### config.mk
export PLATFORM = sky130hd
export DESIGN_NAME = gzb_cfg
export DESIGN_NICKNAME = d
export VERILOG_FILES = /design/src/hdl/gzb_pkg.sv /design/src/hdl/gzb_cfg.sv
export SDC_FILE = /design/constraint.sdc
export NUM_CORES = 1
export LEC_CHECK = 0
export BUFFER_PORTS_ARGS = -buffer_cell sky130_fd_sc_hd__buf_2
export CORE_ASPECT_RATIO = 0.9
export CORE_MARGIN = 2
export CORE_UTILIZATION = 50
export CTS_CLUSTER_DIAMETER = 150
export DETAILED_ROUTE_END_ITERATION = 12
export PLACE_DENSITY = 0.8
export SYNTH_ARGS = -nofsm -noshare
export SYNTH_HDL_FRONTEND = slang
export SYNTH_SLANG_ARGS = --single-unit
### constraint.sdc
create_clock -name clk -period 1.6 [get_ports clk]
set_clock_uncertainty 0.2 [all_clocks]
set_input_delay 0.08 -clock clk [delete_from_list [all_inputs] [get_ports clk]]
set_output_delay 0.08 -clock clk [all_outputs]
set_load 0.01 [all_outputs]
### src/hdl/gzb_pkg.sv
// ----------------------------------------------------------------------------
// gzb_pkg
// Shared constants for the non-integer bin detector: default widths,
// register indexes and the control word passed from resonator to output path.
// ----------------------------------------------------------------------------
package gzb_pkg;

  localparam int SAMPLE_W_DEF = 16;
  localparam int COEF_W_DEF   = 32;
  localparam int STATE_W_DEF  = 48;

  localparam int CFG_ADDR_W = 3;

  localparam logic [CFG_ADDR_W-1:0] REG_FB_COEF = 3'd0;
  localparam logic [CFG_ADDR_W-1:0] REG_COEF_A  = 3'd1;
  localparam logic [CFG_ADDR_W-1:0] REG_COEF_B  = 3'd2;
  localparam logic [CFG_ADDR_W-1:0] REG_COEF_C  = 3'd3;
  localparam logic [CFG_ADDR_W-1:0] REG_COEF_D  = 3'd4;

  typedef struct packed {
    logic valid;
    logic ovf;
  } gzb_ctl_t;

endpackage

### src/hdl/gzb_cfg.sv
// ----------------------------------------------------------------------------
// gzb_cfg
// Coefficient register file, written by index, reset to zero.
// ----------------------------------------------------------------------------
module gzb_cfg import gzb_pkg::*; #(
  parameter int COEF_WIDTH = COEF_W_DEF
) (
  input  logic                         clk,
  input  logic                         rst_n,
  input  logic                         cfg_wen,
  input  logic [CFG_ADDR_W-1:0]        cfg_addr,
  input  logic [COEF_WIDTH-1:0]        cfg_wdata,
  output logic signed [COEF_WIDTH-1:0] fb_coef,
  output logic signed [COEF_WIDTH-1:0] coef_a,
  output logic signed [COEF_WIDTH-1:0] coef_b,
  output logic signed [COEF_WIDTH-1:0] coef_c,
  output logic signed [COEF_WIDTH-1:0] coef_d
);

  logic [COEF_WIDTH-1:0] tca_r, a_r, b_r, c_r, d_r;

  always_ff @(posedge clk) begin
    if (!rst_n) begin
      tca_r <= '0;
      a_r   <= '0;
      b_r   <= '0;
      c_r   <= '0;
      d_r   <= '0;
    end else if (cfg_wen) begin
      case (cfg_addr)
        REG_FB_COEF: tca_r <= cfg_wdata;
        REG_COEF_A:  a_r   <= cfg_wdata;
        REG_COEF_B:  b_r   <= cfg_wdata;
        REG_COEF_C:  c_r   <= cfg_wdata;
        REG_COEF_D:  d_r   <= cfg_wdata;
        default: begin
        end
      endcase
    end
  end

  assign fb_coef = $signed(tca_r);
  assign coef_a  = $signed(a_r);
  assign coef_b  = $signed(b_r);
  assign coef_c  = $signed(c_r);
  assign coef_d  = $signed(d_r);

endmodule

==> metrics.txt <==
Switch Pwr 0.001867 W; WP data arrival around 1.6 ns; Post-route DRC 0; synthesized cell area approximately 5800 um2; global-route wire length before repair 24.48 mm; antenna cell count 0; asr flop ratio synth 0%; Worst Hold Class in -> reg; Initial Util between 50% and 60%; crit end category register; Final Max Tran Viols 0; Setup CP Type in -> reg; P per Cell Area around 1100 nW/um2; first drt pass iteration count 4; CP max stage cell dlygate4sd3_1; cell with the most instances after synthesis nand2_1; CTS tree done; beginning of the worst hold path cfg_addr[2]; worst-margin pin slew 0.2845 ns; cell accounting for the most synthesized area dfxtp_1; largest net degree at the start of global routing 69; r2r setup slk 0.26 ns; clk root buf clkbuf_16; vias in the first global route just under 5k; Die H ~110 um; CP Cell Sequence dlygate4sd3_1 -> buf_4 -> nand2_2 -> mux2i_1 -> dlygate4sd3_1; GRT met1 Usage 28.43%; Logic pwr share under 10%; Hold Path End fb_coef[14]; leakage ~4.3 nW; most used routing layer met2; GRT met3 Usage 7.994%; DR WL/cell between 15 and 20 um; crit start category input port; Worst-Skew Late Latency about 0.42 ns; Layout area overhead 36.32%; Mapped Avg Cell Area between 10 and 15 um2; crit-path max FO 9; area fraction of the dominant cell type after synthesis between 50% and 60%; number of top-level pins slightly below 200; DP Wirelength 9.823 mm; final WL 15.44 mm; die width around 120 um; TNS Setup 0 ns; internal power slightly below 0.007 W; total grt overflow 0; H-tree Lvls 4; Peak Freq about 0.67 GHz; CP dominant cell by count dlygate4sd3_1; CP delay by family, top buffers and inverters; initial DRC count between 200 and 300; # Max-Cap Violations 0; Detail Route Antenna Nets 0; Final Hold Viols 0; Seq/Total Area, Yosys 55.09%; switching part of the total between 20% and 30%; DP Area around 7000 um2; register bit total from synthesis between 150 and 200; Longest Clk Path Bufs 2; Setup-failing EPs final 0; Max-slew headroom between 80% and 90%; TritonCTS Buffers 17; EDFF count, synth 0; Worst R2R End coef_d[25]; Tcrit/Tclk final a little over nine tenths; Syn Nets around 590; status complete, no violations; IO buf count 197; Distinct cells, synth 11; Syn Inst Count ~560; # nets final 816; All-Layer GR Usage about a quarter; hold path depth 4; Site Rows 37; Final Cell Area about 7900 um2; Data required, critical path between 1.5 and 2 ns; share of power burned in registers between 40 and 50%; Clk pwr share a little under half; list of most frequent post-synthesis cells nand2_1, dfxtp_1, mux2i_1; vias post-DR about 4.7k; Via density roughly 5.0; FF-to-FF path depth 3; RSZ-0062 raised after global routing false; full die area ~13,000 um2; antenna violations before repair 0; Yosys Warn Count 0; Fin Hold WS 0.09204 ns; Worst R2R Start coef_d[25]; GPL Wtd Cong 0.8165; fin crit period 1.504 ns; total clock sinks between 150 and 200; CP Buf/Inv Count 3; Power Total 0.008677 W; Synth Flop Type dfxtp_1; met2 GRT Util roughly 43%; max incr delay on CP 0.56 ns; Core Footprint between 10,000 and 15,000 um2; maximum VDD drop roughly 0.0008 V; share of cells above drive strength 1 between 30% and 40%; clk slew on worst S/H paths around 0.06 ns; Synth area leaders dfxtp_1, mux2i_1, nand2_1
[power by group through the flow]
stage,Clock [W],Combinational (W),Sequential (W)
after floorplan,0,0.000273,0.00424
after global placement,0,0.000542,0.00420
after detailed placement,0,0.000562,0.00420
after CTS,0.00398,0.000627,0.00412
after global routing,0.00415,0.000676,0.00413
final,0.00393,0.000629,0.00412
[worst min-delay path, delay by kind of cell]
| family | cells | cell delay [ns] |
|---|---|---|
| multiplexers | 1 | 0.14 |
| buffers and inverters | 2 | 0.36 |
| AND/OR/NAND/NOR | 1 | 0.07 |
[through the flow]
stage                     utilization (%)  setup WS, ns  cells
after floorplan                         -        0.4317    556
after global placement              61.52        0.2721    881
after detailed placement            61.52        0.1732    881
after CTS                           69.58       0.09199    943
after global routing                69.60       0.05078    943
final                               69.60       0.09636    943
[cells by family (layout without fill, tap and decap cells)]
logic type             count (synthesis)  after routing  share of synthesized area, %
and+or+nand+nor                      197            197                         13.54
muxes                                160            160                         27.54
DFF                                  160            160                         55.09
buffers and inverters                 39            270                         3.830
[final cells by class]
class,count,area (um2)
Clock buffer,22,494.2
Clock inverter,6,82.58
Fill cell,848,3462
Multi-Input combinational cell,357,2440
Sequential cell,160,3203
Tap cell,156,195.2
Timing Repair Buffer,242,1511
[registers in the layout, indices dropped and copies added, names as in the netlist]
register	flops
coef_b	32
coef_c	32
fb_coef	32
coef_a	32
coef_d	32
[layout by cell type, fill, tap and decap left out]
master,instances
buf_12,8
buf_2,196
buf_4,4
bufinv_16,2
clkbuf_16,17
clkbuf_8,5
clkinv_2,3
clkinvlp_4,1
dfxtp_1,160
dlygate4sd3_1,34
mux2i_1,160
nand2_1,191
nand2_2,1
nand4b_1,1
nand4bb_4,3
nor4b_4,1
[routing by layer]
metal | routed length, um | share of wire (%)
met5 | 0 | 0
met4 | 256 | 1.7
met3 | 1106 | 7.2
met2 | 7687 | 50
met1 | 6389 | 41
[how the worst max path moves through the flow]
stage	startpoint	end	cells after the start
2_1_floorplan	cfg_addr[0]	fb_coef[0]	3
3_3_place_gp	cfg_addr[0]	fb_coef[10]	4
3_5_place_dp	cfg_addr[0]	fb_coef[8]	4
4_1_cts	rst_n	coef_d[25]	5
5_1_grt	rst_n	coef_d[25]	5
6_report	rst_n	coef_d[25]	5
[repair_timing]
action,4_1_cts,5_1_grt
setup buffers,0,0
endpoints found under the hold margin,160,0
hold buffers,34,0
endpoints found under the setup margin,0,1
resized for setup,0,1
(Power assumes the default switching activity.)
